[src/rtl/core/chacha_keystream_block_unit_defines.svh]
// Assertion helpers shared by the keystream block RTL.
`ifndef CHACHA_KEYSTREAM_BLOCK_UNIT_DEFINES_SVH
`define CHACHA_KEYSTREAM_BLOCK_UNIT_DEFINES_SVH

// Same-cycle implication, checked outside reset.
`define CKSB_ASSERT_IMPLIES(label, clk, rst, ante, cons, msg) \
   label: assert property (@(posedge clk) disable iff (rst) (ante) |-> (cons)) \
      else $error(msg);

// Next-cycle implication, checked outside reset.
`define CKSB_ASSERT_NEXT(label, clk, rst, ante, cons, msg) \
   label: assert property (@(posedge clk) disable iff (rst) (ante) |=> (cons)) \
      else $error(msg);

`endif

[src/rtl/core/cksb_pkg.sv]
`timescale 1ns / 1ps

package cksb_pkg;

   // Field and datapath widths
   localparam int unsigned WORD_WIDTH          = 32;
   localparam int unsigned NUM_WORDS           = 16;
   localparam int unsigned COUNTER_WIDTH       = 64;
   localparam int unsigned CSR_DATA_WIDTH      = 64;
   localparam int unsigned CSR_INDEX_WIDTH     = 3;
   localparam int unsigned ROUND_COUNT_WIDTH   = 6;
   localparam int unsigned DOUBLE_ROUND_WIDTH  = 5;
   localparam int unsigned WORD_INDEX_WIDTH    = 4;
   localparam int unsigned WORD_COUNT_WIDTH    = 5;
   localparam int unsigned NUM_QR_UNITS        = 4;
   localparam int unsigned QUEUE_DEPTH_DEFAULT = 2;

   // Register indexes on the csr port
   localparam logic [CSR_INDEX_WIDTH-1:0] CSR_KEY_0       = 3'd0;
   localparam logic [CSR_INDEX_WIDTH-1:0] CSR_KEY_1       = 3'd1;
   localparam logic [CSR_INDEX_WIDTH-1:0] CSR_KEY_2       = 3'd2;
   localparam logic [CSR_INDEX_WIDTH-1:0] CSR_KEY_3       = 3'd3;
   localparam logic [CSR_INDEX_WIDTH-1:0] CSR_NONCE       = 3'd4;
   localparam logic [CSR_INDEX_WIDTH-1:0] CSR_ROUND_COUNT = 3'd5;

   localparam logic [ROUND_COUNT_WIDTH-1:0] ROUND_COUNT_RESET = 6'd20;

   typedef logic [WORD_WIDTH-1:0]    word_type;
   typedef word_type [NUM_WORDS-1:0] block_type;

   // "expand 32-byte k"
   localparam word_type SIGMA_0 = 32'h6170_7865;
   localparam word_type SIGMA_1 = 32'h3320_646e;
   localparam word_type SIGMA_2 = 32'h7962_2d32;
   localparam word_type SIGMA_3 = 32'h6b20_6574;

   // Quarter-round rotate amounts
   localparam int unsigned ROT_1 = 16;
   localparam int unsigned ROT_2 = 12;
   localparam int unsigned ROT_3 = 8;
   localparam int unsigned ROT_4 = 7;

   localparam logic [WORD_COUNT_WIDTH-1:0] FULL_COUNT = WORD_COUNT_WIDTH'(NUM_WORDS);
   localparam logic [WORD_INDEX_WIDTH-1:0] LAST_INDEX = WORD_INDEX_WIDTH'(NUM_WORDS - 1);

   typedef struct packed {
      logic [CSR_DATA_WIDTH-1:0]    key_0;
      logic [CSR_DATA_WIDTH-1:0]    key_1;
      logic [CSR_DATA_WIDTH-1:0]    key_2;
      logic [CSR_DATA_WIDTH-1:0]    key_3;
      logic [CSR_DATA_WIDTH-1:0]    nonce;
      logic [ROUND_COUNT_WIDTH-1:0] round_count;
   } cfg_type;

   // Head of the counter queue
   typedef struct packed {
      logic                     valid;
      logic [COUNTER_WIDTH-1:0] counter;
   } ctr_entry_type;

   // Finished block handed from the round engine to the output buffer
   typedef struct packed {
      logic      load;
      block_type words;
   } handoff_type;

   typedef struct packed {
      word_type a;
      word_type b;
      word_type c;
      word_type d;
   } qr_type;

   typedef enum logic [1:0] {
      RD_IDLE,
      RD_COLUMN,
      RD_DIAG,
      RD_FINISH
   } round_state_type;

   function automatic word_type rotl(input word_type v, input int unsigned n);
      return (v << n) | (v >> (WORD_WIDTH - n));
   endfunction

   function automatic qr_type mix_quarter(input qr_type x);
      word_type a;
      word_type b;
      word_type c;
      word_type d;
      qr_type   y;
      a = x.a;
      b = x.b;
      c = x.c;
      d = x.d;
      a = a + b; d = rotl(d ^ a, ROT_1);
      c = c + d; b = rotl(b ^ c, ROT_2);
      a = a + b; d = rotl(d ^ a, ROT_3);
      c = c + d; b = rotl(b ^ c, ROT_4);
      y.a = a;
      y.b = b;
      y.c = c;
      y.d = d;
      return y;
   endfunction

   // Initial state: constants, key, counter, nonce
   function automatic block_type init_state(input cfg_type cfg,
                                            input logic [COUNTER_WIDTH-1:0] ctr);
      block_type blk;
      blk[0]  = SIGMA_0;
      blk[1]  = SIGMA_1;
      blk[2]  = SIGMA_2;
      blk[3]  = SIGMA_3;
      blk[4]  = cfg.key_0[31:0];
      blk[5]  = cfg.key_0[63:32];
      blk[6]  = cfg.key_1[31:0];
      blk[7]  = cfg.key_1[63:32];
      blk[8]  = cfg.key_2[31:0];
      blk[9]  = cfg.key_2[63:32];
      blk[10] = cfg.key_3[31:0];
      blk[11] = cfg.key_3[63:32];
      blk[12] = ctr[63:32];
      blk[13] = ctr[31:0];
      blk[14] = cfg.nonce[63:32];
      blk[15] = cfg.nonce[31:0];
      return blk;
   endfunction

endpackage

[src/rtl/core/cksb_rounds.sv]
`timescale 1ns / 1ps
`include "chacha_keystream_block_unit_defines.svh"

module cksb_rounds (
   input  logic                    clock,
   input  logic                    reset,
   input  cksb_pkg::cfg_type       cfg,
   input  cksb_pkg::ctr_entry_type head,
   output logic                    head_pop,
   input  logic                    emit_ready,
   output cksb_pkg::handoff_type   handoff
);
   import cksb_pkg::*;

   round_state_type                state_ff, state_in;
   block_type                      work_ff, work_in;
   logic [COUNTER_WIDTH-1:0]       counter_ff, counter_in;
   logic [DOUBLE_ROUND_WIDTH-1:0]  dr_left_ff, dr_left_in;
   logic [DOUBLE_ROUND_WIDTH-1:0]  dr_load;
   block_type                      init_load;
   block_type                      init_final;
   block_type                      round_words;
   block_type                      final_words;
   logic                           diag;
   qr_type                         qr_in  [NUM_QR_UNITS];
   qr_type                         qr_out [NUM_QR_UNITS];

   assign dr_load    = cfg.round_count[ROUND_COUNT_WIDTH-1:1];
   assign init_load  = init_state(cfg, head.counter);
   assign init_final = init_state(cfg, counter_ff);
   assign diag       = (state_ff == RD_DIAG);

   // Four shared quarter-round units; operand routing picks column or diagonal
   for (genvar k = 0; k < NUM_QR_UNITS; k++) begin : g_qr
      localparam int unsigned B_DIAG = 4 + ((k + 1) & 3);
      localparam int unsigned C_DIAG = 8 + ((k + 2) & 3);
      localparam int unsigned D_DIAG = 12 + ((k + 3) & 3);
      assign qr_in[k].a = work_ff[k];
      assign qr_in[k].b = diag ? work_ff[B_DIAG] : work_ff[4 + k];
      assign qr_in[k].c = diag ? work_ff[C_DIAG] : work_ff[8 + k];
      assign qr_in[k].d = diag ? work_ff[D_DIAG] : work_ff[12 + k];
      assign qr_out[k]  = mix_quarter(qr_in[k]);
   end

   // Write quarter-round results back to the positions they came from
   always_comb begin
      round_words = work_ff;
      for (int k = 0; k < NUM_QR_UNITS; k++) begin
         round_words[k] = qr_out[k].a;
         if (diag) begin
            round_words[4 + ((k + 1) & 3)]  = qr_out[k].b;
            round_words[8 + ((k + 2) & 3)]  = qr_out[k].c;
            round_words[12 + ((k + 3) & 3)] = qr_out[k].d;
         end else begin
            round_words[4 + k]  = qr_out[k].b;
            round_words[8 + k]  = qr_out[k].c;
            round_words[12 + k] = qr_out[k].d;
         end
      end
   end

   // Feed-forward add of the initial state
   always_comb begin
      for (int i = 0; i < NUM_WORDS; i++) begin
         final_words[i] = work_ff[i] + init_final[i];
      end
   end

   // Next state
   always_comb begin
      state_in = state_ff;
      case (state_ff)
         RD_IDLE: begin
            if (head.valid) begin
               state_in = (dr_load == '0) ? RD_FINISH : RD_COLUMN;
            end
         end
         RD_COLUMN: begin
            state_in = RD_DIAG;
         end
         RD_DIAG: begin
            state_in = (dr_left_ff == DOUBLE_ROUND_WIDTH'(1)) ? RD_FINISH : RD_COLUMN;
         end
         RD_FINISH: begin
            if (emit_ready) begin
               state_in = RD_IDLE;
            end
         end
         default: begin
            state_in = RD_IDLE;
         end
      endcase
   end

   // Outputs and datapath updates
   always_comb begin
      head_pop      = 1'b0;
      work_in       = work_ff;
      counter_in    = counter_ff;
      dr_left_in    = dr_left_ff;
      handoff.load  = 1'b0;
      handoff.words = final_words;
      case (state_ff)
         RD_IDLE: begin
            head_pop = head.valid;
            if (head.valid) begin
               work_in    = init_load;
               counter_in = head.counter;
               dr_left_in = dr_load;
            end
         end
         RD_COLUMN: begin
            work_in = round_words;
         end
         RD_DIAG: begin
            work_in    = round_words;
            dr_left_in = dr_left_ff - 1'b1;
         end
         RD_FINISH: begin
            handoff.load = emit_ready;
         end
         default: begin
            head_pop = 1'b0;
         end
      endcase
   end

   always_ff @(posedge clock) begin
      if (reset) begin
         state_ff   <= RD_IDLE;
         dr_left_ff <= '0;
      end else begin
         state_ff   <= state_in;
         dr_left_ff <= dr_left_in;
      end
   end

   always_ff @(posedge clock) begin
      work_ff    <= work_in;
      counter_ff <= counter_in;
   end

   // Checks
   `CKSB_ASSERT_IMPLIES(a_rounds_pending, clock, reset, (state_ff == RD_COLUMN || state_ff == RD_DIAG), (dr_left_ff != '0), "round engine running with no double rounds left")
   `CKSB_ASSERT_NEXT(a_handoff_to_idle, clock, reset, handoff.load, (state_ff == RD_IDLE), "round engine did not return to idle after handoff")

endmodule

[config.mk]
export PLATFORM = sky130hd
export DESIGN_NAME = cksb_rounds
export DESIGN_NICKNAME = d
export VERILOG_FILES = /design/src/rtl/core/cksb_pkg.sv /design/src/rtl/core/cksb_rounds.sv
export VERILOG_INCLUDE_DIRS = /design/src /design/src/rtl/core
export SDC_FILE = /design/constraint.sdc
export NUM_CORES = 2
export LEC_CHECK = 0
export ABC_AREA = 0
export BUFFER_PORTS_ARGS = -buffer_cell sky130_fd_sc_hd__buf_2
export CORE_ASPECT_RATIO = 0.75
export CORE_MARGIN = 3
export CORE_UTILIZATION = 25
export DETAILED_ROUTE_END_ITERATION = 8
export PLACE_DENSITY_LB_ADDON = 0.3
export SLEW_MARGIN = 20
export SYNTH_ARGS = -nofsm -noshare
export SYNTH_HDL_FRONTEND = slang
export SYNTH_SLANG_ARGS = --single-unit
[constraint.sdc]
create_clock -name clock -period 83.5 [get_ports clock]
set_input_delay 16.7 -clock clock [delete_from_list [all_inputs] [get_ports clock]]
set_output_delay 16.7 -clock clock [all_outputs]
set_load 0.01 [all_outputs]
==> impl_metrics.json <==
{
  "viasPerCell": 5.86,
  "ioPinCount": 908,
  "cts.sinks": 583,
  "grt-ovfl-total": 0,
  "hp-class": "reg -> reg",
  "maxCapViolCount": 0,
  "vias": 84160,
  "drtIter0Drc": 14042,
  "die_h_um": 493,
  "dieArea_um2": 323000,
  "fin_crit_sh": 0.463,
  "fp.coreArea_um2": 314000,
  "max_freq_ghz": 0.0259,
  "routed_wl_mm": 577,
  "crit_top_cell": "o21ai_0",
  "status": "complete, no violations",
  "place_congestion": 1.08,
  "path_clk_slew_ns": 0.06,
  "ctsHoldBuffers": 0,
  "max-clock-path-buffers": 3,
  "final_common_cell": "buf_2",
  "cts-buffers-inserted": 78,
  "path_delay_family": "compound AO/OA/AOI/OAI gates",
  "die_w_um": 655,
  "cts_max_level": 3,
  "drc": 0,
  "rsz0062_at_grt": "false",
  "synth_cells": 9197,
  "synth_nets": 10501,
  "syn2layout_area_growth_pct": 16.8,
  "arrival_ns": 21.94,
  "grt_usage": 0.341,
  "fin_skew_ns": 0.0651,
  "post-cts-setup-buffers": 0,
  "drt_pass1_iterations": 8,
  "cp_slowest_stage_delay_ns": 0.58,
  "avgSynthCellArea_um2": 8.58,
  "cts_resized": 0,
  "cp_cell_sequence": "buf_2 -> ha_1 -> inv_1 -> fa_1 -> nor2b_1 -> o21ai_0 -> a21boi_0 -> o21ai_0 -> nor3b_1 -> o21a_1 -> o21ai_0 -> a41oi_1 -> a21oi_1 -> o41ai_1 -> o21ai_0 -> xor2_1 -> buf_2",
  "dp_hpwl_mm": 503,
  "grt_start_max_net_pins": 166,
  "synth-edff-count": 576,
  "fp-row-count": 178,
  "fin_crit_ns": 38.64,
  "r2r_slack_ns": 64.27,
  "async_flop_share": 0,
  "clk_latency_ns": 0.80,
  "synth.ff_latch_count": 583,
  "cp-start-kind": "input pin",
  "initial_core_util": 0.251,
  "hold_violations": 0,
  "wl_per_cell_um": 40.2,
  "ant_nets": 0,
  "tightest_slew_ns": 1.38,
  "tns_ns": 0,
  "ys.flop_type": "edfxtp_1",
  "final_nets": 11389,
  "seq_area_frac_synth": 0.221,
  "worst_path_max_delay_cell": "nor2b_1",
  "drv_slew": 0,
  "cts_root_buf": "clkbuf_16",
  "cts_tree": "built",
  "antenna_found_initial": 137,
  "syn-cell-area_um2": 78900,
  "path_class": "in -> out",
  "grt_pass1_vias": 73653,
  "relSlewSlack": 0.0699,
  "synth.distinct_cells": 109,
  "required_ns": 66.80,
  "grt_pass1_wl_mm": 729,
  "layout_common_cells": "buf_2 (906), xnor2_1 (898), ha_1 (879)",
  "crit_fanout": 4,
  "port_buffers": 906,
  "crit_path_end_kind": "output port",
  "crit_buf_inv": 3,
  "finalSetupViolCount": 0,
  "drive_gt1_frac": 0.155,
  "yosysWarnings": 0
}
final cells by class:
| cell class | count | area (µm²) |
|---|---|---|
| timing repair buffer | 1066 | 5840 |
| sequential | 583 | 17400 |
| clock inverter | 61 | 652 |
| inverter | 482 | 1820 |
| fill | 34065 | 222000 |
| clock buffer | 82 | 1990 |
| tap | 4140 | 5180 |
| antenna | 85 | 213 |
| multi-input combinational | 7874 | 59100 |
cells in the mapped netlist, types with 103 or more instances:
cell type | number | share of area
nor2b_1 | 103 | 0.0082
nand3_1 | 154 | 0.0098
o21a_1 | 172 | 0.016
inv_1 | 480 | 0.023
and2_1 | 121 | 0.0096
nor2_1 | 737 | 0.035
a21oi_1 | 839 | 0.053
ha_1 | 882 | 0.14
o21ai_0 | 444 | 0.028
mux2i_1 | 269 | 0.034
nor3_1 | 121 | 0.0077
xnor2_1 | 925 | 0.10
xor2_1 | 493 | 0.055
clkbuf_1 | 205 | 0.0097
nand2b_1 | 153 | 0.012
a211oi_1 | 116 | 0.011
mux2_2 | 226 | 0.032
nand2_1 | 543 | 0.026
edfxtp_1 | 576 | 0.22
a21o_1 | 425 | 0.040
through the flow:
step / cell area (µm²) / utilization / instances / hold slack [ns] / worst slack, ns
floorplan: 78900 / - / 9197 / 0.476 / 44.33
CTS: 91900 / 0.293 / 14288 / 0.517 / 45.05
detailed placement: 89300 / 0.284 / 14145 / 0.508 / 45.07
finish: 92200 / 0.294 / 14373 / 0.517 / 44.86
global placement: 89300 / 0.284 / 14145 / 0.506 / 45.00
global route: 92100 / 0.293 / 14314 / 0.545 / 44.96
cell families after synthesis:
| group | after synthesis | synth area share |
|---|---|---|
| muxes | 495 | 0.0663 |
| xor gates and xnor gates | 1441 | 0.164 |
| AOI/OAI and AO/OA | 2776 | 0.231 |
| DFF | 583 | 0.221 |
| adders and majority gates | 910 | 0.147 |
| and+or+nand+nor | 2252 | 0.135 |
| buffers and inverters | 740 | 0.0356 |
worst paths after layout:
| check | cells past startpoint | to | from |
|---|---|---|---|
| hold / removal | 2 | dr_left_ff[4] | dr_left_ff[4] |
| setup reg to reg | 45 | flip-flop | state_ff[0] |
| setup / recovery | 17 | handoff[510] | cfg[6] |
| hold reg to reg | 2 | dr_left_ff[4] | dr_left_ff[4] |
layer usage:
| metal | wire, µm | GRT usage |
|---|---|---|
| met4 | 31800 | 0.165 |
| met1 | 254000 | 0.481 |
| met3 | 72700 | 0.126 |
| met2 | 218000 | 0.447 |
| met5 | 579 | 0 |
worst register-to-register path: cells and delay by family (launching register included):
family	cells	cell delay, ns
AO/OA/AOI/OAI	20	7.23
XOR/XNOR	6	4.12
adder cells (fa/ha/maj)	5	2.25
buffers and inverters	3	1.09
flip-flops	1	0.33
multiplexers	1	0.88
AND/OR/NAND/NOR	10	3.03
Power is not shown: default switching activity piles up to over one toggle a cycle in this logic, so the estimate is an artifact.
