### src/rtl/core/chacha_keystream_block_unit_defines.svh
// Assertion helpers shared by the keystream block RTL.
`ifndef CHACHA_KEYSTREAM_BLOCK_UNIT_DEFINES_SVH
`define CHACHA_KEYSTREAM_BLOCK_UNIT_DEFINES_SVH

// Same-cycle implication, checked outside reset.
`define CKSB_ASSERT_IMPLIES(label, clk, rst, ante, cons, msg) \
   label: assert property (@(posedge clk) disable iff (rst) (ante) |-> (cons)) \
      else $error(msg);

// Next-cycle implication, checked outside reset.
`define CKSB_ASSERT_NEXT(label, clk, rst, ante, cons, msg) \
   label: assert property (@(posedge clk) disable iff (rst) (ante) |=> (cons)) \
      else $error(msg);

`endif

### src/rtl/core/cksb_pkg.sv
`timescale 1ns / 1ps

package cksb_pkg;

   // Field and datapath widths
   localparam int unsigned WORD_WIDTH          = 32;
   localparam int unsigned NUM_WORDS           = 16;
   localparam int unsigned COUNTER_WIDTH       = 64;
   localparam int unsigned CSR_DATA_WIDTH      = 64;
   localparam int unsigned CSR_INDEX_WIDTH     = 3;
   localparam int unsigned ROUND_COUNT_WIDTH   = 6;
   localparam int unsigned DOUBLE_ROUND_WIDTH  = 5;
   localparam int unsigned WORD_INDEX_WIDTH    = 4;
   localparam int unsigned WORD_COUNT_WIDTH    = 5;
   localparam int unsigned NUM_QR_UNITS        = 4;
   localparam int unsigned QUEUE_DEPTH_DEFAULT = 2;

   // Register indexes on the csr port
   localparam logic [CSR_INDEX_WIDTH-1:0] CSR_KEY_0       = 3'd0;
   localparam logic [CSR_INDEX_WIDTH-1:0] CSR_KEY_1       = 3'd1;
   localparam logic [CSR_INDEX_WIDTH-1:0] CSR_KEY_2       = 3'd2;
   localparam logic [CSR_INDEX_WIDTH-1:0] CSR_KEY_3       = 3'd3;
   localparam logic [CSR_INDEX_WIDTH-1:0] CSR_NONCE       = 3'd4;
   localparam logic [CSR_INDEX_WIDTH-1:0] CSR_ROUND_COUNT = 3'd5;

   localparam logic [ROUND_COUNT_WIDTH-1:0] ROUND_COUNT_RESET = 6'd20;

   typedef logic [WORD_WIDTH-1:0]    word_type;
   typedef word_type [NUM_WORDS-1:0] block_type;

   // "expand 32-byte k"
   localparam word_type SIGMA_0 = 32'h6170_7865;
   localparam word_type SIGMA_1 = 32'h3320_646e;
   localparam word_type SIGMA_2 = 32'h7962_2d32;
   localparam word_type SIGMA_3 = 32'h6b20_6574;

   // Quarter-round rotate amounts
   localparam int unsigned ROT_1 = 16;
   localparam int unsigned ROT_2 = 12;
   localparam int unsigned ROT_3 = 8;
   localparam int unsigned ROT_4 = 7;

   localparam logic [WORD_COUNT_WIDTH-1:0] FULL_COUNT = WORD_COUNT_WIDTH'(NUM_WORDS);
   localparam logic [WORD_INDEX_WIDTH-1:0] LAST_INDEX = WORD_INDEX_WIDTH'(NUM_WORDS - 1);

   typedef struct packed {
      logic [CSR_DATA_WIDTH-1:0]    key_0;
      logic [CSR_DATA_WIDTH-1:0]    key_1;
      logic [CSR_DATA_WIDTH-1:0]    key_2;
      logic [CSR_DATA_WIDTH-1:0]    key_3;
      logic [CSR_DATA_WIDTH-1:0]    nonce;
      logic [ROUND_COUNT_WIDTH-1:0] round_count;
   } cfg_type;

   // Head of the counter queue
   typedef struct packed {
      logic                     valid;
      logic [COUNTER_WIDTH-1:0] counter;
   } ctr_entry_type;

   // Finished block handed from the round engine to the output buffer
   typedef struct packed {
      logic      load;
      block_type words;
   } handoff_type;

   typedef struct packed {
      word_type a;
      word_type b;
      word_type c;
      word_type d;
   } qr_type;

   typedef enum logic [1:0] {
      RD_IDLE,
      RD_COLUMN,
      RD_DIAG,
      RD_FINISH
   } round_state_type;

   function automatic word_type rotl(input word_type v, input int unsigned n);
      return (v << n) | (v >> (WORD_WIDTH - n));
   endfunction

   function automatic qr_type mix_quarter(input qr_type x);
      word_type a;
      word_type b;
      word_type c;
      word_type d;
      qr_type   y;
      a = x.a;
      b = x.b;
      c = x.c;
      d = x.d;
      a = a + b; d = rotl(d ^ a, ROT_1);
      c = c + d; b = rotl(b ^ c, ROT_2);
      a = a + b; d = rotl(d ^ a, ROT_3);
      c = c + d; b = rotl(b ^ c, ROT_4);
      y.a = a;
      y.b = b;
      y.c = c;
      y.d = d;
      return y;
   endfunction

   // Initial state: constants, key, counter, nonce
   function automatic block_type init_state(input cfg_type cfg,
                                            input logic [COUNTER_WIDTH-1:0] ctr);
      block_type blk;
      blk[0]  = SIGMA_0;
      blk[1]  = SIGMA_1;
      blk[2]  = SIGMA_2;
      blk[3]  = SIGMA_3;
      blk[4]  = cfg.key_0[31:0];
      blk[5]  = cfg.key_0[63:32];
      blk[6]  = cfg.key_1[31:0];
      blk[7]  = cfg.key_1[63:32];
      blk[8]  = cfg.key_2[31:0];
      blk[9]  = cfg.key_2[63:32];
      blk[10] = cfg.key_3[31:0];
      blk[11] = cfg.key_3[63:32];
      blk[12] = ctr[63:32];
      blk[13] = ctr[31:0];
      blk[14] = cfg.nonce[63:32];
      blk[15] = cfg.nonce[31:0];
      return blk;
   endfunction

endpackage

### src/rtl/core/cksb_emit.sv
`timescale 1ns / 1ps
`include "chacha_keystream_block_unit_defines.svh"

module cksb_emit (
   input  logic                                  clock,
   input  logic                                  reset,
   input  cksb_pkg::handoff_type                 handoff,
   output logic                                  emit_ready,
   output logic                                  rsp_empty,
   input  logic                                  rsp_pop,
   output logic [cksb_pkg::WORD_WIDTH-1:0]       rsp_keystream_word,
   output logic [cksb_pkg::WORD_INDEX_WIDTH-1:0] rsp_word_index,
   output logic                                  rsp_last_word
);
   import cksb_pkg::*;

   block_type                   words_ff, words_in;
   logic [WORD_COUNT_WIDTH-1:0] count_ff, count_in;
   logic [WORD_INDEX_WIDTH-1:0] idx_ff, idx_in;
   logic                        pop_ok;

   // Result side: oldest word sits in slot zero
   assign emit_ready         = (count_ff == '0);
   assign rsp_empty          = (count_ff == '0);
   assign pop_ok             = rsp_pop && !rsp_empty;
   assign rsp_keystream_word = words_ff[0];
   assign rsp_word_index     = idx_ff;
   assign rsp_last_word      = (idx_ff == LAST_INDEX);

   // Load a whole block or shift one word out per transaction
   always_comb begin
      words_in = words_ff;
      count_in = count_ff;
      idx_in   = idx_ff;
      if (handoff.load) begin
         words_in = handoff.words;
         count_in = FULL_COUNT;
         idx_in   = '0;
      end else if (pop_ok) begin
         words_in = {WORD_WIDTH'(0), words_ff[NUM_WORDS-1:1]};
         count_in = count_ff - 1'b1;
         idx_in   = idx_ff + 1'b1;
      end
   end

   always_ff @(posedge clock) begin
      if (reset) begin
         count_ff <= '0;
         idx_ff   <= '0;
      end else begin
         count_ff <= count_in;
         idx_ff   <= idx_in;
      end
   end

   always_ff @(posedge clock) begin
      words_ff <= words_in;
   end

   // Checks
   `CKSB_ASSERT_IMPLIES(a_load_when_empty, clock, reset, handoff.load, (count_ff == '0), "block loaded over undelivered words")
   `CKSB_ASSERT_IMPLIES(a_index_tracks_count, clock, reset, !rsp_empty, (({1'b0, idx_ff} + count_ff) == FULL_COUNT), "word index out of step with words left")

endmodule

### config.mk
export PLATFORM = sky130hd
export DESIGN_NAME = cksb_emit
export DESIGN_NICKNAME = d
export VERILOG_FILES = /design/src/rtl/core/cksb_pkg.sv /design/src/rtl/core/cksb_emit.sv
export VERILOG_INCLUDE_DIRS = /design/src /design/src/rtl/core
export SDC_FILE = /design/constraint.sdc
export NUM_CORES = 1
export LEC_CHECK = 0
export ABC_AREA = 1
export BUFFER_PORTS_ARGS = -buffer_cell sky130_fd_sc_hd__buf_2
export CORE_AREA = 3 3 213 215
export CTS_BUF_LIST = sky130_fd_sc_hd__clkbuf_8
export DETAILED_ROUTE_END_ITERATION = 8
export DIE_AREA = 0 0 216 218
export HOLD_SLACK_MARGIN = 0.02
export PLACE_DENSITY = 0.79
export SLEW_MARGIN = 20
export SYNTH_ARGS = -nofsm -noshare
export SYNTH_HDL_FRONTEND = slang
export SYNTH_SLANG_ARGS = --single-unit
### constraint.sdc
create_clock -name clock -period 18.5 [get_ports clock]
set_input_delay 1.85 -clock clock [delete_from_list [all_inputs] [get_ports clock]]
set_output_delay 1.85 -clock clock [all_outputs]
set_load 0.05 [all_outputs]
==> results of run 1 <==
==> report_power, final <==
group	internal [mW]	switching (mW)
sequential	1.47	0.0368
clock	0.485	0.448
combinational	0.0983	0.200
total	2.05	0.684
==> sequential cells by signal, indices dropped and copies added (netlist names) <==
name / count
words_ff: 480
rsp_word_index: 4
rsp_keystream_word: 32
count_ff: 5
==> area by class of cell <==
cell class	count	area, sq um	share of cell area [%]
multi-input cells	1518	5780	21.6
inverters	45	176	0.658
repair buffers	566	2940	11.0
well taps	592	741	2.76
clock buffers	92	1270	4.73
diodes	8	20.0	0.0747
clock inverters	63	318	1.19
flip-flops and latches	521	15600	58.1
==> final timing paths <==
kind / end / startpoint / cells past startpoint / slack [ns]
worst max-delay path: words_ff[269] / handoff[512] / 5 / 13.50
worst min-delay path: count_ff[4] / count_ff[4] / 2 / 0.47
worst max register to register: words_ff[269] / count_ff[0] / 7 / 14.96
worst min register to register: count_ff[4] / count_ff[4] / 2 / 0.47
==> kinds of logic (layout without fill, tap and decap cells) <==
kind of cell | count (synthesis) | in the layout | synth area share (%)
AOI/OAI and AO/OA | 7 | 7 | 0.156
xor gates and xnor gates | 2 | 2 | 0.0780
buffers and inverters | 189 | 766 | 5.11
DFF | 521 | 521 | 69.2
adders and majority gates | 2 | 2 | 0.111
other | 0 | 8 | 0
and+or+nand+nor | 1507 | 1507 | 25.3
==> per-layer routing <==
layer | vias to the layer above | global-route usage, %
met4 | 26 | 7.81
met5 | - | 0
li1 | 8134 | -
met3 | 103 | 6.14
met2 | 792 | 38.2
met1 | 7597 | 27.7
==> cell usage in the layout (no fill, tap or decap), drive strengths merged, types with 2 or more instances in the layout <==
| master | count |
|---|---|
| nand3 | 5 |
| a21oi | 3 |
| o21ai | 4 |
| nand2 | 1484 |
| ha | 2 |
| edfxtp | 512 |
| nor2 | 15 |
| bufinv | 2 |
| inv | 76 |
| xor2 | 2 |
| nand4 | 2 |
| buf | 566 |
| clkinvlp | 6 |
| dfxtp | 9 |
| clkbuf | 92 |
| diode | 8 |
| clkinv | 24 |
==> worst register-to-register path: stages (launching register included) <==
cell and delay, ns:
dfxtp_1 0.32, inv_1 0.07, ha_1 0.27, nand3b_4 0.16, nand2_4 0.11, nand2_4 0.57, buf_6 0.70, buf_12 0.64
==> impl_metrics.yaml, run 1 <==
grt:
  grt_start_max_net_pins: 193
  overflow: 0
  antenna_found_initial: 18
  grt_pass1_vias: 16200
  grt_pass1_wl_um: 82500
  track_usage_pct: 22.4
clock_tree:
  clk_pin_slew_ns: 0.06
  clk_latency_ns: 0.66
  htree_levels: 3
  clockBufferDepth: 3
  cts_tree: "done"
  post-cts-setup-buffer-count: 0
  clock-sinks: 521
  cts_hold_buf: 0
  ctsResizeCount: 0
  numCtsBuffers: 86
  cts_root_buffer: "clkbuf_8"
logic_synthesis:
  netlist_area_sq_um: 22500
  ys_seq_area_share_pct: 69.2
  synth_area_leaders: "edfxtp_1 (68%), nand2_1 (25%), buf_4 (2.5%), buf_2 (1.2%), dfxtp_1 (0.80%)"
  yosys_most_used_dff: "edfxtp_1"
  synth_cell_types: 19
  synth-edff-count: 512
  synth.most_common_cell: "nand2_1"
  ys_seq_elements: 521
  post-synth-top-area-cell: "edfxtp_1"
  syn_inst: 2228
  syn_avg_cell_area_sq_um: 10.1
  synth_top_area_share_pct: 68.4
  synth.net_count: 2746
  async_flop_share_pct: 0
  ys_warn_count: 0
  synth_commonest_cells: "nand2_1 (1,483), edfxtp_1 (512), buf_4 (75), buf_2 (53), inv_1 (43)"
placed_design:
  dp.cells: 3240
  dp_slack_ns: 12.70
  routabilityCongestion: 0.916
  place_area_sq_um: 25100
  dp_hpwl_um: 36500
  io_buffers: 554
floorplan:
  placementRows: 77
  initial_core_util_pct: 51.2
  ioPinCount: 555
  die_x_um: 216
  die_area_sq_um: 47100
  coreArea_sq_um: 43900
  die_h_um: 218
sta:
  post-route-period-util_pct: 27.0
  whs_ns: 0.470
  fin_ws_ns: 13.50
  fmaxAchievable_mhz: 200
  slew_violations: 0
  finalHoldViolations: 0
  skew_ns: 0.0263
  worst_slew_pin_slew_ns: 1.08
  fin_setup_tns_ns: 0
  slew-limit-headroom_pct: 28.2
  setup_viol: 0
  rsz0062_at_grt: "no"
  period_minus_slack_ns: 5.00
critical_path:
  cp.arrival_ns: 5.26
  critPathTopFamily: "buffers and inverters"
  cp_max_fo: 175
  critPathKind: "in2reg"
  critPathSlowestCell: "nand2_4"
  crit_required_ns: 18.75
  cp_num_buf_inv: 4
  critPathLaunchType: "input pin"
  max_stage_delay_ns: 0.72
  path_cells: "buf_8 > inv_8 > nand2_4 > buf_6 > buf_12"
  cp-end-kind: "register"
drt:
  final_antenna_net_count: 0
  top_layer_used: "met5"
  drc: 0
  avgViaCountPerCell: 4.89
  drt_iter0_markers: 1674
  vias: 16700
  wl_met3_um: 5150
  drt-met1-wl_um: 20800
  first_pass_iters: 5
  route.met2.wl_um: 27000
  wl_per_cell_um: 15.9
  wl_um: 54300
cells_and_area:
  layout-drive-gt1-share_pct: 24.1
  layout.cells.non_filler: 3405
  num-fill-cells: 3497
  nNetsFinal: 3256
  stdcell_area_sq_um: 26800
  post-route-util_pct: 61.0
  syn_to_final_growth_pct: 19.2
worst_hold_path:
  hp-class: "reg2reg"
power_and_ir_drop:
  ir_worst_vdd_v: 0.0000684
  p_leak_nw: 13.1
  fin_total_pwr_mw: 2.73
  powerDensity_nw_per_um2: 102
run:
  cap_violations: 0
outcome:
  status: "complete, no violations"
(Power assumes the default switching activity.)
==> run 2, diff against run 1 <==
CORE_AREA = not set   (was 3 3 213 215)
CORE_MARGIN = 3   (was not set)
CORE_UTILIZATION = 50   (was not set)
DIE_AREA = not set   (was 0 0 216 218)
PLACE_DENSITY = 0.81   (was 0.79)
clock period = 4.05 ns   (was 18.5 ns; I/O delays follow)
==> impl_metrics.yaml, run 2 (synthesized netlist as in run 1, its figures left out) <==
critical_path:
  cp_max_fo: 139
  critPathLaunchType: "register"
  cp.arrival_ns: 2.93
  cp-end-kind: "register"
  cp_num_buf_inv: 2
  critPathSlowestCell: "buf_12"
  path_cells: "inv_1 > ha_1 > nand3b_4 > nand2_4 > nand2_8 > buf_12"
  max_stage_delay_ns: 0.58
  crit_required_ns: 4.32
  critPathTopFamily: "simple AND/OR/NAND/NOR gates"
  critPathKind: "reg2reg"
power_and_ir_drop:
  swShare_pct: 26.5
  internal-power_mw: 9.61
  fin_total_pwr_mw: 13.1
  power_frac_clock_pct: 32.7
  power_frac_seq_pct: 52.9
  combPwrFrac_pct: 14.3
  powerDensity_nw_per_um2: 418
  switchingPower_mw: 3.47
  p_leak_nw: 15.0
  ir_worst_vdd_v: 0.000260
cells_and_area:
  layout_common_cells: "nand2_1 (1,482), buf_2 (553), edfxtp_1 (512)"
  largest-register: "words_ff"
  post-route-util_pct: 70.7
  largest_register_ffs: 480
  layout_commonest_cell: "nand2_1"
  layout-drive-gt1-share_pct: 20.5
  syn_to_final_growth_pct: 39.3
  num-fill-cells: 2649
  nNetsFinal: 3711
sta:
  slew_violations: 0
  post-route-period-util_pct: 65.6
  period_minus_slack_ns: 2.66
  fin_setup_tns_ns: 0
  skew_ns: 0.0266
  fmaxAchievable_mhz: 376
  rsz0062_at_grt: "no"
  slew-limit-headroom_pct: 21.1
  setup_viol: 0
  worst_slew_pin_slew_ns: 1.18
  finalHoldViolations: 0
clock_tree:
  clk_latency_ns: 0.67
  htree_levels: 3
  cts_tree: "done"
  clockBufferDepth: 3
  cts_root_buffer: "clkbuf_8"
  clk_pin_slew_ns: 0.06
  clock-sinks: 521
  numCtsBuffers: 85
placed_design:
  routabilityCongestion: 0.938
  dp_hpwl_um: 38200
  io_buffers: 554
drt:
  first_pass_iters: 6
  wl_per_cell_um: 20.1
  vias: 20400
  drt_iter0_markers: 2543
  avgViaCountPerCell: 5.29
  final_antenna_net_count: 0
  wl_um: 77300
  drc: 0
grt:
  grt_pass1_wl_um: 114000
  grt_pass1_vias: 20700
  track_usage_pct: 31.6
  overflow: 0
  grt_start_max_net_pins: 248
  antenna_found_initial: 11
floorplan:
  die_area_sq_um: 47500
  initial_core_util_pct: 50.7
  ioPinCount: 555
  die_x_um: 218
  coreArea_sq_um: 44300
  placementRows: 77
  die_h_um: 218
worst_hold_path:
  hp-class: "in2reg"
outcome:
  status: "complete, no violations"
run:
  cap_violations: 0
==> run 2: changes by cell type in the layout (fill, tap and decap cells not counted), moves of 2 or more <==
cell,change
buf_6,-2
buf_12,+4
clkbuf_8,-5
buf_4,-3
dlygate4sd3_1,+458
clkinvlp_4,-5
==> run 2: layout make-up <==
class,count,area (sq um),area share [%]
clock inverter,58,307,0.979
multi-input combinational,1518,5790,18.5
antenna,9,22.5,0.0719
clock buffer,87,1200,3.82
tap,592,741,2.37
sequential,521,15600,49.7
timing repair buffer,1022,7530,24.0
inverter,45,176,0.563
==> run 2: final timing paths <==
kind               startpoint                endpoint  slack, ns  cells after the start
setup reg to reg  count_ff[0]           words_ff[150]       1.39                      6
setup / recovery  count_ff[0]           words_ff[150]       1.39                      6
hold / removal    handoff[29]  rsp_keystream_word[29]       0.08                      3
hold reg to reg   count_ff[4]             count_ff[4]       0.47                      2
==> run 2: stage by stage <==
step / std cells / cell area, sq um / hold WS (ns) / worst slack [ns]
floorplan: 2228 / 22500 / 0.434 / 0.764
finish: 3852 / 31300 / 0.0822 / 1.39
global placement: 3240 / 25200 / 0.448 / 1.35
CTS: 3843 / 31300 / 0.0203 / 1.41
detailed placement: 3240 / 25200 / 0.460 / 1.31
global route: 3851 / 31300 / 0.0483 / 1.22
==> run 2: what timing repair did <==
item / CTS / global route
endpoints found under the hold margin: 458 / 0
buffers inserted: 0 / 0
hold buffers: 458 / 0
resized for setup: 0 / 0
==> run 2: worst reg2reg max path, cell delays in order (launching register included) <==
cell and delay, ns:
dfxtp_1 0.33, inv_1 0.07, ha_1 0.26, nand3b_4 0.16, nand2_4 0.13, nand2_8 0.56
buf_12 0.62
==> run 2: layer usage <==
layer	global-route usage, %	vias to the layer above	routed length, um
li1	-	9038	-
met1	36.2	9220	26000
met2	51.8	1728	36900
met3	8.88	406	8970
met4	21.1	4	5460
met5	0	-	19
==> run 2: power by group through the flow <==
stage          sequential (mW)  clock (mW)  combinational, mW
2_1_floorplan             6.95           0              0.923
4_1_cts                   6.87        4.23               1.75
6_report                  6.93        4.28               1.88
3_3_place_gp              6.96           0               1.35
5_1_grt                   6.96        4.55               2.01
3_5_place_dp              6.98           0               1.39
