==> src/rtl/core/chacha_keystream_block_unit_defines.svh <==
// Assertion helpers shared by the keystream block RTL.
`ifndef CHACHA_KEYSTREAM_BLOCK_UNIT_DEFINES_SVH
`define CHACHA_KEYSTREAM_BLOCK_UNIT_DEFINES_SVH

// Same-cycle implication, checked outside reset.
`define CKSB_ASSERT_IMPLIES(label, clk, rst, ante, cons, msg) \
   label: assert property (@(posedge clk) disable iff (rst) (ante) |-> (cons)) \
      else $error(msg);

// Next-cycle implication, checked outside reset.
`define CKSB_ASSERT_NEXT(label, clk, rst, ante, cons, msg) \
   label: assert property (@(posedge clk) disable iff (rst) (ante) |=> (cons)) \
      else $error(msg);

`endif

==> src/rtl/core/cksb_pkg.sv <==
`timescale 1ns / 1ps

package cksb_pkg;

   // Field and datapath widths
   localparam int unsigned WORD_WIDTH          = 32;
   localparam int unsigned NUM_WORDS           = 16;
   localparam int unsigned COUNTER_WIDTH       = 64;
   localparam int unsigned CSR_DATA_WIDTH      = 64;
   localparam int unsigned CSR_INDEX_WIDTH     = 3;
   localparam int unsigned ROUND_COUNT_WIDTH   = 6;
   localparam int unsigned DOUBLE_ROUND_WIDTH  = 5;
   localparam int unsigned WORD_INDEX_WIDTH    = 4;
   localparam int unsigned WORD_COUNT_WIDTH    = 5;
   localparam int unsigned NUM_QR_UNITS        = 4;
   localparam int unsigned QUEUE_DEPTH_DEFAULT = 2;

   // Register indexes on the csr port
   localparam logic [CSR_INDEX_WIDTH-1:0] CSR_KEY_0       = 3'd0;
   localparam logic [CSR_INDEX_WIDTH-1:0] CSR_KEY_1       = 3'd1;
   localparam logic [CSR_INDEX_WIDTH-1:0] CSR_KEY_2       = 3'd2;
   localparam logic [CSR_INDEX_WIDTH-1:0] CSR_KEY_3       = 3'd3;
   localparam logic [CSR_INDEX_WIDTH-1:0] CSR_NONCE       = 3'd4;
   localparam logic [CSR_INDEX_WIDTH-1:0] CSR_ROUND_COUNT = 3'd5;

   localparam logic [ROUND_COUNT_WIDTH-1:0] ROUND_COUNT_RESET = 6'd20;

   typedef logic [WORD_WIDTH-1:0]    word_type;
   typedef word_type [NUM_WORDS-1:0] block_type;

   // "expand 32-byte k"
   localparam word_type SIGMA_0 = 32'h6170_7865;
   localparam word_type SIGMA_1 = 32'h3320_646e;
   localparam word_type SIGMA_2 = 32'h7962_2d32;
   localparam word_type SIGMA_3 = 32'h6b20_6574;

   // Quarter-round rotate amounts
   localparam int unsigned ROT_1 = 16;
   localparam int unsigned ROT_2 = 12;
   localparam int unsigned ROT_3 = 8;
   localparam int unsigned ROT_4 = 7;

   localparam logic [WORD_COUNT_WIDTH-1:0] FULL_COUNT = WORD_COUNT_WIDTH'(NUM_WORDS);
   localparam logic [WORD_INDEX_WIDTH-1:0] LAST_INDEX = WORD_INDEX_WIDTH'(NUM_WORDS - 1);

   typedef struct packed {
      logic [CSR_DATA_WIDTH-1:0]    key_0;
      logic [CSR_DATA_WIDTH-1:0]    key_1;
      logic [CSR_DATA_WIDTH-1:0]    key_2;
      logic [CSR_DATA_WIDTH-1:0]    key_3;
      logic [CSR_DATA_WIDTH-1:0]    nonce;
      logic [ROUND_COUNT_WIDTH-1:0] round_count;
   } cfg_type;

   // Head of the counter queue
   typedef struct packed {
      logic                     valid;
      logic [COUNTER_WIDTH-1:0] counter;
   } ctr_entry_type;

   // Finished block handed from the round engine to the output buffer
   typedef struct packed {
      logic      load;
      block_type words;
   } handoff_type;

   typedef struct packed {
      word_type a;
      word_type b;
      word_type c;
      word_type d;
   } qr_type;

   typedef enum logic [1:0] {
      RD_IDLE,
      RD_COLUMN,
      RD_DIAG,
      RD_FINISH
   } round_state_type;

   function automatic word_type rotl(input word_type v, input int unsigned n);
      return (v << n) | (v >> (WORD_WIDTH - n));
   endfunction

   function automatic qr_type mix_quarter(input qr_type x);
      word_type a;
      word_type b;
      word_type c;
      word_type d;
      qr_type   y;
      a = x.a;
      b = x.b;
      c = x.c;
      d = x.d;
      a = a + b; d = rotl(d ^ a, ROT_1);
      c = c + d; b = rotl(b ^ c, ROT_2);
      a = a + b; d = rotl(d ^ a, ROT_3);
      c = c + d; b = rotl(b ^ c, ROT_4);
      y.a = a;
      y.b = b;
      y.c = c;
      y.d = d;
      return y;
   endfunction

   // Initial state: constants, key, counter, nonce
   function automatic block_type init_state(input cfg_type cfg,
                                            input logic [COUNTER_WIDTH-1:0] ctr);
      block_type blk;
      blk[0]  = SIGMA_0;
      blk[1]  = SIGMA_1;
      blk[2]  = SIGMA_2;
      blk[3]  = SIGMA_3;
      blk[4]  = cfg.key_0[31:0];
      blk[5]  = cfg.key_0[63:32];
      blk[6]  = cfg.key_1[31:0];
      blk[7]  = cfg.key_1[63:32];
      blk[8]  = cfg.key_2[31:0];
      blk[9]  = cfg.key_2[63:32];
      blk[10] = cfg.key_3[31:0];
      blk[11] = cfg.key_3[63:32];
      blk[12] = ctr[63:32];
      blk[13] = ctr[31:0];
      blk[14] = cfg.nonce[63:32];
      blk[15] = cfg.nonce[31:0];
      return blk;
   endfunction

endpackage

==> src/rtl/core/cksb_front.sv <==
`timescale 1ns / 1ps

module cksb_front #(
   parameter int unsigned DEPTH = cksb_pkg::QUEUE_DEPTH_DEFAULT
) (
   input  logic                                 clock,
   input  logic                                 reset,
   input  logic                                 req_push,
   input  logic [cksb_pkg::COUNTER_WIDTH-1:0]   req_block_counter,
   output logic                                 req_full,
   output cksb_pkg::ctr_entry_type              head,
   input  logic                                 head_pop
);
   import cksb_pkg::*;

   localparam int unsigned PTR_WIDTH = (DEPTH > 1) ? $clog2(DEPTH) : 1;
   localparam int unsigned CNT_WIDTH = $clog2(DEPTH + 1);
   localparam logic [PTR_WIDTH-1:0] LAST_PTR  = PTR_WIDTH'(DEPTH - 1);
   localparam logic [CNT_WIDTH-1:0] FULL_FILL = CNT_WIDTH'(DEPTH);

   logic [COUNTER_WIDTH-1:0] entry_ff [DEPTH];
   logic [PTR_WIDTH-1:0]     wr_ptr_ff, wr_ptr_in;
   logic [PTR_WIDTH-1:0]     rd_ptr_ff, rd_ptr_in;
   logic [CNT_WIDTH-1:0]     fill_ff, fill_in;
   logic                     push_ok;
   logic                     pop_ok;

   // Transaction qualifiers
   assign req_full     = (fill_ff == FULL_FILL);
   assign push_ok      = req_push && !req_full;
   assign head.valid   = (fill_ff != '0);
   assign head.counter = entry_ff[rd_ptr_ff];
   assign pop_ok       = head_pop && head.valid;

   // Pointer and fill bookkeeping
   always_comb begin
      wr_ptr_in = wr_ptr_ff;
      rd_ptr_in = rd_ptr_ff;
      fill_in   = fill_ff;
      if (push_ok) begin
         wr_ptr_in = (wr_ptr_ff == LAST_PTR) ? '0 : wr_ptr_ff + 1'b1;
      end
      if (pop_ok) begin
         rd_ptr_in = (rd_ptr_ff == LAST_PTR) ? '0 : rd_ptr_ff + 1'b1;
      end
      if (push_ok && !pop_ok) begin
         fill_in = fill_ff + 1'b1;
      end else if (!push_ok && pop_ok) begin
         fill_in = fill_ff - 1'b1;
      end
   end

   always_ff @(posedge clock) begin
      if (reset) begin
         wr_ptr_ff <= '0;
         rd_ptr_ff <= '0;
         fill_ff   <= '0;
      end else begin
         wr_ptr_ff <= wr_ptr_in;
         rd_ptr_ff <= rd_ptr_in;
         fill_ff   <= fill_in;
      end
   end

   // Counter storage
   always_ff @(posedge clock) begin
      if (push_ok) begin
         entry_ff[wr_ptr_ff] <= req_block_counter;
      end
   end

endmodule

==> config.mk <==
export PLATFORM = sky130hd
export DESIGN_NAME = cksb_front
export DESIGN_NICKNAME = d
export VERILOG_FILES = /design/src/rtl/core/chacha_keystream_block_unit_defines.svh /design/src/rtl/core/cksb_pkg.sv /design/src/rtl/core/cksb_front.sv
export SDC_FILE = /design/constraint.sdc
export NUM_CORES = 1
export LEC_CHECK = 0
export ABC_AREA = 1
export CORE_MARGIN = 4
export CORE_UTILIZATION = 67
export CTS_CLUSTER_DIAMETER = 60
export DETAILED_ROUTE_END_ITERATION = 16
export DONT_BUFFER_PORTS = 1
export GPL_ROUTABILITY_DRIVEN = 0
export PLACE_DENSITY = 0.84
export SLEW_MARGIN = 20
export SYNTH_ARGS = -nofsm -noshare
export SYNTH_HDL_FRONTEND = slang
export SYNTH_SLANG_ARGS = --single-unit
==> constraint.sdc <==
create_clock -name clock -period 8.05 [get_ports clock]
set_input_delay 0.4025 -clock clock [delete_from_list [all_inputs] [get_ports clock]]
set_output_delay 0.4025 -clock clock [all_outputs]
set_load 0.05 [all_outputs]
==> results of run 1 <==
==> metal layers <==
metal / up-vias / wire length (um) / global-route usage, % / part of all wire [%]
li1: 1079 / - / - / -
met1: 1231 / 3600 / 25.1 / 34
met2: 117 / 5960 / 43.7 / 57
met3: 4 / 896 / 9.54 / 8.5
met4: 0 / 57 / 7.58 / 0.54
met5: - / 0 / 0 / 0
==> power by group through the flow <==
stage,Clock [W],Combinational [W],Sequential (W)
after floorplan,0,0.000673,0.000918
after global placement,0,0.000680,0.000926
after detailed placement,0,0.000687,0.000935
after CTS,0.000778,0.000723,0.000922
after global routing,0.000824,0.000762,0.000932
final,0.000779,0.000736,0.000925
==> cells by family after synthesis <==
group,Yosys count,synth area share (%)
AO/OA/AOI/OAI,5,0.557
adder cells (fa/ha/maj),1,0.242
buffers and inverters,15,3.13
flip-flops,133,76.4
multiplexers,64,18.3
AND/OR/NAND/NOR,18,1.41
==> flip-flops by register name (all words and copies together) (netlist names), named ones only <==
| register | count |
|---|---|
| entry_ff | 128 |
| fill_ff | 2 |
| rd_ptr_ff | 1 |
| wr_ptr_ff | 1 |
==> through the flow <==
step,util (%),setup slack [ns]
4_1_cts,87.4,5.24
3_3_place_gp,70.5,5.79
2_1_floorplan,-,4.41
5_1_grt,87.8,5.16
6_report,87.8,5.24
3_5_place_dp,70.5,5.77
==> final cells by class <==
type	instances	area [um2]
multi-input cells	88	1070
repair buffers	68	691
inverters	8	30.0
clock buffers	19	422
diodes	1	2.50
flip-flops and latches	133	3950
well taps	99	124
fillers	293	896
clock inverters	13	183
==> synth_stat cells <==
library cell	count
inv_1	8
a21oi_1	2
buf_6	1
nand3_1	2
mux2_2	4
mux2_4	60
o21ai_2	1
ha_1	1
nand2_1	7
nand4_1	1
o21ai_0	2
dfxtp_1	5
edfxtp_1	128
nor2_1	8
buf_12	6
==> final timing paths <==
kind	start	end
setup / recovery	flop	head[48]
hold / removal	head_pop	rd_ptr_ff$_SDFFE_PP0P_
setup reg to reg	fill_ff[1]$_SDFFE_PP0P_	entry_ff[0][16]$_DFFE_PP_
hold reg to reg	rd_ptr_ff$_SDFFE_PP0P_	rd_ptr_ff$_SDFFE_PP0P_
==> worst max-delay path, stage by stage (launching register included) <==
cell and delay, ns:
dfxtp_4 0.58, buf_4 0.70, mux2_2 0.55
==> flow_summary.toml, run 1 <==
[grt]
groute.usage.overall_pct = 23.9
grt_start_max_net_pins = 46
grt_first_pass_wirelength_um = 15400
grt_pass1_vias = 2722
antenna_found_initial = 0
globalRouteOverflowTotal = 0

[synthesis]
syn_area_per_cell_um2 = 21.9
syn_nets = 305
synth_top_area_share_pct = 74.4
synth-seq-cells = 133
syn_area_mm2 = 0.00516
synth_warnings = 0
ys_types = 15
netlist_instances = 236
ys_seq_area_share_pct = 76.4
synth_top_area_cell = "edfxtp_1"
synthTopCellsByArea = "edfxtp_1, mux2_4, buf_12, dfxtp_1, mux2_2"

[routing]
drtIter0Drc = 187
wl_um = 10500
avgViaCountPerCell = 5.67
firstDrtPassIters = 4
via_count = 2431
drt-wirelength-per-cell_um = 24.5
postRouteAntennaNets = 0
drcViolationCount = 0

[clocking]
clock_path_buffers = 2
clk_pin_slew_ns = 0.06
cts.sinks = 133
cts_buffers = 17
cts_tree = "yes"
insertion_delay_ns = 0.49
cts_setup_buffers = 0
postCtsHoldBufs = 64
htreeDepth = 4
cts_resized = 0
cts_root_buf = "clkbuf_8"

[power_and_ir_drop]
swShare_pct = 35.0
p_leak_nw = 2.36
pwr-share-comb_pct = 30.2
peakVddDrop_uv = 274
intPower_w = 0.00159
seqPwrFrac_pct = 37.9
p_clk_share_pct = 31.9
powerDensity_mw_per_mm2 = 377
total_power_w = 0.00244
power.switching_w = 0.000855

[timing]
setup_violations = 0
finalClockSkew_ns = 0.00972
slew_headroom_pct = 35.7
worst_pin_slew_ns = 0.961
min_period_over_period_pct = 34.9
setup_tns_ns = 0
final.min_clock_period_ns = 2.81
finalMaxSlewViolations = 0
fmax_ghz = 0.356
rsz0062_at_grt = "no"
hold-worst-slack_ns = 0.0998
hold_viol_final = 0

[cells_and_area]
area_delta_synth_final_pct = 25.3
final_nets = 385
final_common_cell = "edfxtp_1"
final_cells = 429
stdcell_area_mm2 = 0.00647
drive_above_1_share_pct = 30.7
final_cell_mix = "edfxtp_1, dlygate4sd3_1, mux2_4, clkbuf_16, inv_1"

[worst_setup_path]
cp-start-kind = "flop"
critPathCaptureType = "primary output"
critPathArrivalTime_ns = 2.41
critPathKind = "flop to primary output"
path_max_fanout = 45
r2r_slack_ns = 5.90
crit_required_ns = 7.65
reg2reg_depth = 4

[placed_design]
port_buffers = 0
place_area_mm2 = 0.00520
placed_cells = 331
dpl.hpwl_um = 5430

[floorplanning]
boundaryPins = 134
initial_core_util_pct = 70.1
die_area_mm2 = 0.00918
fp.dieW_um = 95.8
die_h_um = 95.8
core-area_mm2 = 0.00737
rows = 31

[worst_hold_path]
hold_path_class = "primary input to flop"
whs_path_depth = 2

[status]
status = "completed"

[flow_run]
drv_cap = 0
No activity file was read; power rests on OpenSTA's default activity.
==> run 2: changes to the inputs <==
Settings changed: ABC_AREA 1 to 0, CORE_UTILIZATION 67 to 56, PLACE_DENSITY 0.84 to 0.75.
Clock period 8.05 ns to 2.26 ns, I/O delays scaled along.
==> flow_summary.toml, run 2 <==
[power_and_ir_drop]
pwr-share-comb_pct = 31.9
peakVddDrop_uv = 796
power.switching_w = 0.00303
p_leak_nw = 2.10
powerDensity_mw_per_mm2 = 1320
seqPwrFrac_pct = 39.0
intPower_w = 0.00516
p_clk_share_pct = 29.1
total_power_w = 0.00818
swShare_pct = 37.0

[timing]
rsz0062_at_grt = "no"
final.min_clock_period_ns = 1.86
setup_tns_ns = 0
hold_viol_final = 0
worst_pin_slew_ns = 0.459
finalMaxSlewViolations = 0
setup_violations = 0
layout_setup_ws_ns = 0.403
finalClockSkew_ns = 0.00716
slew_headroom_pct = 69.4
min_period_over_period_pct = 82.2
fmax_ghz = 0.539

[synthesis]
synthTopCellsByArea = "edfxtp_1, mux2_2, dfxtp_1, buf_4, xor2_1"
netlist_instances = 224
syn_nets = 293
syn_area_mm2 = 0.00483
async_reset_ff_share_pct = 0
synth_common_cells = "edfxtp_1, mux2_2, buf_4, dfxtp_1, nor2_1"
synth_edf_count = 128
ys.flop_type = "edfxtp_1"
syn_area_per_cell_um2 = 21.6
synth_top_area_cell = "edfxtp_1"
synth_top_area_share_pct = 79.5
synth_warnings = 0
ys_types = 15
yosysMostFrequentCell = "edfxtp_1"
synth-seq-cells = 133
ys_seq_area_share_pct = 81.6

[clocking]
cts_setup_buffers = 0
insertion_delay_ns = 0.49
cts_tree = "yes"
htreeDepth = 4
clk_pin_slew_ns = 0.06
postCtsHoldBufs = 68
cts_buffers = 17
cts_root_buf = "clkbuf_8"
cts.sinks = 133
cts_resized = 0
clock_path_buffers = 2

[worst_setup_path]
critPathKind = "flop to primary output"
cp-start-kind = "flop"
cp_slowest_cell = "mux2_2"
rr_startpoint = "fill_ff[1]$_SDFFE_PP0P_"
r2r-end = "fill_ff[1]$_SDFFE_PP0P_"
reg2reg_depth = 5
cpLargestDelayFamily = "multiplexers"
crit_required_ns = 2.15
cp_num_buf_inv = 1
path_max_fanout = 35
critPathArrivalTime_ns = 1.74
crit_chain = "buf_4 -> mux2_2"
max_stage_delay_ns = 0.53
r2r_slack_ns = 0.52
critPathCaptureType = "primary output"

[cells_and_area]
reg_top3 = "entry_ff x128, fill_ff x2"
area_delta_synth_final_pct = 28.1
n_antenna_cell = 0
final_cell_mix = "edfxtp_1, dlygate4sd3_1, mux2_2, clkbuf_16, clkinvlp_4"
top_register = "entry_ff"
largest_register_ffs = 128
final_nets = 379
final_common_cell = "edfxtp_1"
fillers = 490
drive_above_1_share_pct = 32.3

[floorplanning]
core-area_mm2 = 0.00830
rows = 33
initial_core_util_pct = 58.3
fp.dieW_um = 101
boundaryPins = 134
die_h_um = 101
die_area_mm2 = 0.0102

[routing]
drt-wirelength-per-cell_um = 19.7
via_count = 2313
postRouteAntennaNets = 0
drtIter0Drc = 76
drcViolationCount = 0
avgViaCountPerCell = 5.42
firstDrtPassIters = 5
wl_um = 8400

[grt]
antenna_found_initial = 0
grt_pass1_vias = 2524
grt_start_max_net_pins = 50
globalRouteOverflowTotal = 0
groute.usage.overall_pct = 17.5
grt_first_pass_wirelength_um = 13100

[worst_hold_path]
min-delay-start = "req_block_counter[33]"
min_to = "entry_ff[1][33]$_DFFE_PP_"
hold_path_class = "primary input to flop"
whs_path_depth = 1

[placed_design]
place_ws_ns = 0.527
port_buffers = 0
dpl.hpwl_um = 4940

[flow_run]
drv_cap = 0

[status]
status = "completed"
-- run 2: cell types whose count changed in the layout (fill, tap and decap cells not counted), sizes merged, moves of 2 or more --
cell and delta:
dlygate4sd3 +4, bufinv -3, nand3 -2, buf +2, xor2 +3, clkinvlp +3
nand2 -7, inv -5, or3 +2, nor2 -4, clkbuf -2
-- run 2: kinds of logic after synthesis --
logic type	after synthesis	synth area share, %
muxes	64	14.9
AOI/OAI and AO/OA	5	0.518
adders and majority gates	1	0.259
DFF	133	81.6
xor gates and xnor gates	3	0.544
and+or+nand+nor	9	1.01
buffers and inverters	9	1.19
-- run 2: worst max-delay path by stage --
stage	startpoint	cells past startpoint	slack (ns)	to
3_3_place_gp	fill_ff[1]$_SDFFE_PP0P_	5	0.56	fill_ff[1]$_SDFFE_PP0P_
6_report	flop	2	0.40	head[37]
5_1_grt	flop	2	0.31	head[55]
3_5_place_dp	fill_ff[1]$_SDFFE_PP0P_	5	0.53	fill_ff[1]$_SDFFE_PP0P_
4_1_cts	flop	2	0.35	head[26]
2_1_floorplan	fill_ff[1]$_SDFFE_PP0P_	3	0.03	entry_ff[0][0]$_DFFE_PP_
-- run 2: worst register-to-register path, cell delays in order (launching register included) --
cell	delay, ns
dfxtp_1	0.38
nor2b_4	0.40
nor2_1	0.10
ha_1	0.32
or3_1	0.35
a21oi_1	0.13
-- run 2: power by group through the flow --
stage | Clock [W] | Combinational, W | Sequential (W)
finish | 0.00238 | 0.00261 | 0.00319
detailed placement | 0 | 0.00252 | 0.00324
global route | 0.00254 | 0.00273 | 0.00322
CTS | 0.00243 | 0.00264 | 0.00319
floorplan | 0 | 0.00230 | 0.00322
global placement | 0 | 0.00252 | 0.00322
-- run 2: layer usage --
layer / up-vias / global-route usage [%] / part of all wire (%)
met5: - / 0 / 0
met1: 1146 / 18.5 / 35
li1: 1055 / - / -
met3: 13 / 7.13 / 8.3
met2: 99 / 30.8 / 55
met4: 0 / 7.57 / 1.8
-- run 2: per-stage QoR --
| stage | utilization [%] | hold slack, ns | cells | instance area [um2] |
|---|---|---|---|---|
| final | 74.6 | 0.269 | 427 | 6190 |
| after global routing | 74.6 | 0.251 | 427 | 6190 |
| after CTS | 74.6 | 0.235 | 427 | 6190 |
| after detailed placement | 60.1 | 0.182 | 328 | 4980 |
| after global placement | 60.1 | 0.181 | 328 | 4980 |
| after floorplan | - | 0.182 | 224 | 4840 |
-- run 2: layout make-up --
cell class	instances	area [um2]	area share, %
Tap cell	105	131	2.12
Clock inverter	14	113	1.82
Timing Repair Buffer	74	738	11.9
Clock buffer	17	414	6.69
Inverter	2	11.3	0.182
Multi-Input combinational cell	82	840	13.6
Sequential cell	133	3950	63.7
==> run 3: changes to the inputs <==
Clock period 2.26 ns to 1.55 ns, I/O delays scaled along.
==> flow_summary.toml, run 3 (synthesis gave the netlist of run 2 again) <==
[cells_and_area]
stdcell_area_mm2 = 0.00689
seqCellArea_mm2 = 0.00395
drive_above_1_share_pct = 38.3
top_register = "entry_ff"
final_cell_mix = "edfxtp_1, dlygate4sd3_1, mux2_4, clkbuf_16, buf_12"
fillers = 395
n_antenna_cell = 0
largest_register_ffs = 128
final_common_cell = "edfxtp_1"
reg_top3 = "entry_ff x128, fill_ff x2"
area_delta_synth_final_pct = 42.6
multi_input_area_mm2 = 0.00112
final_nets = 395

[worst_hold_path]
hold_path_class = "primary input to flop"

[worst_setup_path]
path_max_fanout = 7
cp-start-kind = "flop"
critPathArrivalTime_ns = 1.57
critPathKind = "flop to primary output"
crit_required_ns = 1.47
critPathCaptureType = "primary output"

[power_and_ir_drop]
p_leak_nw = 2.52
total_power_w = 0.0138
swShare_pct = 35.0
power.switching_w = 0.00483
p_clk_share_pct = 29.1
peakVddDrop_uv = 1310
powerDensity_mw_per_mm2 = 2000
pwr-share-comb_pct = 36.9
intPower_w = 0.00897
seqPwrFrac_pct = 34.0

[routing]
drt-wirelength-per-cell_um = 22.8
drcViolationCount = 0
drtIter0Drc = 76
postRouteAntennaNets = 0
wl_um = 10100
via_count = 2393
avgViaCountPerCell = 5.41
firstDrtPassIters = 4

[grt]
grt_pass1_vias = 2605
globalRouteOverflowTotal = 0
groute.usage.overall_pct = 18.8
grt_first_pass_wirelength_um = 14100
antenna_found_initial = 0
grt_start_max_net_pins = 35

[floorplanning]
fp.dieW_um = 101
die_h_um = 101
core-area_mm2 = 0.00830
initial_core_util_pct = 58.3
rows = 33
die_area_mm2 = 0.0102
boundaryPins = 134

[timing]
final.min_clock_period_ns = 1.65
setup_tns_ns = -6.56
hold_viol_final = 0
rsz0062_at_grt = "yes"
setup_violations = 115
worst_pin_slew_ns = 0.313
hold-worst-slack_ns = 0.225
slew_headroom_pct = 78.9
fmax_ghz = 0.607
finalClockSkew_ns = 0.00553
finalMaxSlewViolations = 0
layout_setup_ws_ns = -0.0986
min_period_over_period_pct = 106

[placed_design]
port_buffers = 0
dpl.hpwl_um = 5420
place_area_mm2 = 0.00510
place_ws_ns = 0.0426

[flow_run]
drv_cap = 0

[clocking]
cts.sinks = 133
cts_buffers = 17
cts_tree = "yes"
clock_path_buffers = 2
insertion_delay_ns = 0.50
htreeDepth = 4
clk_pin_slew_ns = 0.06
cts_root_buf = "clkbuf_8"

[status]
violations = "setup timing"
status = "finished with violations"
-- run 3: final timing paths --
check                              end                    start  depth (start not counted)  slack [ns]
max reg2reg   entry_ff[0][8]$_DFFE_PP_  fill_ff[1]$_SDFFE_PP0P_                          4       -0.04
min reg2reg     wr_ptr_ff$_SDFFE_PP0N_   wr_ptr_ff$_SDFFE_PP0N_                          2        0.50
min          entry_ff[0][52]$_DFFE_PP_    req_block_counter[52]                          1        0.22
max                           head[46]                     flop                          3        -0.1
-- run 3: metrics by stage --
stage / utilization (%) / instances
after floorplan: - / 224
after global placement: 61.4 / 332
after detailed placement: 61.4 / 332
after CTS: 79.6 / 429
after global routing: 83.1 / 442
final: 83.1 / 442
-- run 3: worst max-delay path, stage by stage, from the launching register on --
cell and delay [ns]:
dfxtp_4 0.36, buf_12 0.14, buf_6 0.16, mux2_4 0.40
-- run 3: power by group through the flow --
| stage | Sequential [W] | Clock [W] | Combinational (W) |
|---|---|---|---|
| finish | 0.00469 | 0.00401 | 0.00510 |
| global placement | 0.00471 | 0 | 0.00383 |
| CTS | 0.00469 | 0.00406 | 0.00450 |
| floorplan | 0.00469 | 0 | 0.00336 |
| detailed placement | 0.00474 | 0 | 0.00385 |
| global route | 0.00474 | 0.00425 | 0.00528 |
-- run 3: layout make-up --
cell class                 instances  area share (%)
inverter                           2           0.163
sequential                       133            57.3
clock buffer                      17            6.01
timing repair buffer              90            15.7
tap                              105            1.91
clock inverter                    13            2.65
multi-input combinational         82            16.2
-- run 3: layer usage --
metal  vias to the layer above  share of wire, %  GRT usage [%]
li1                       1092                 -              -
met2                       105                54           32.5
met3                        12               7.8           7.40
met5                         -                 0              0
met1                      1184                37           21.1
met4                         0               1.2           6.75
-- run 3: timing repair --
action | 4_1_cts | 5_1_grt
setup buffers | 0 | 4
gates resized for setup | 65 | 12
hold endpoints to repair | 133 | 0
endpoints found under the setup margin | 64 | 70
pin swaps | 0 | 3
hold buffers | 67 | 0
cloned | 0 | 9
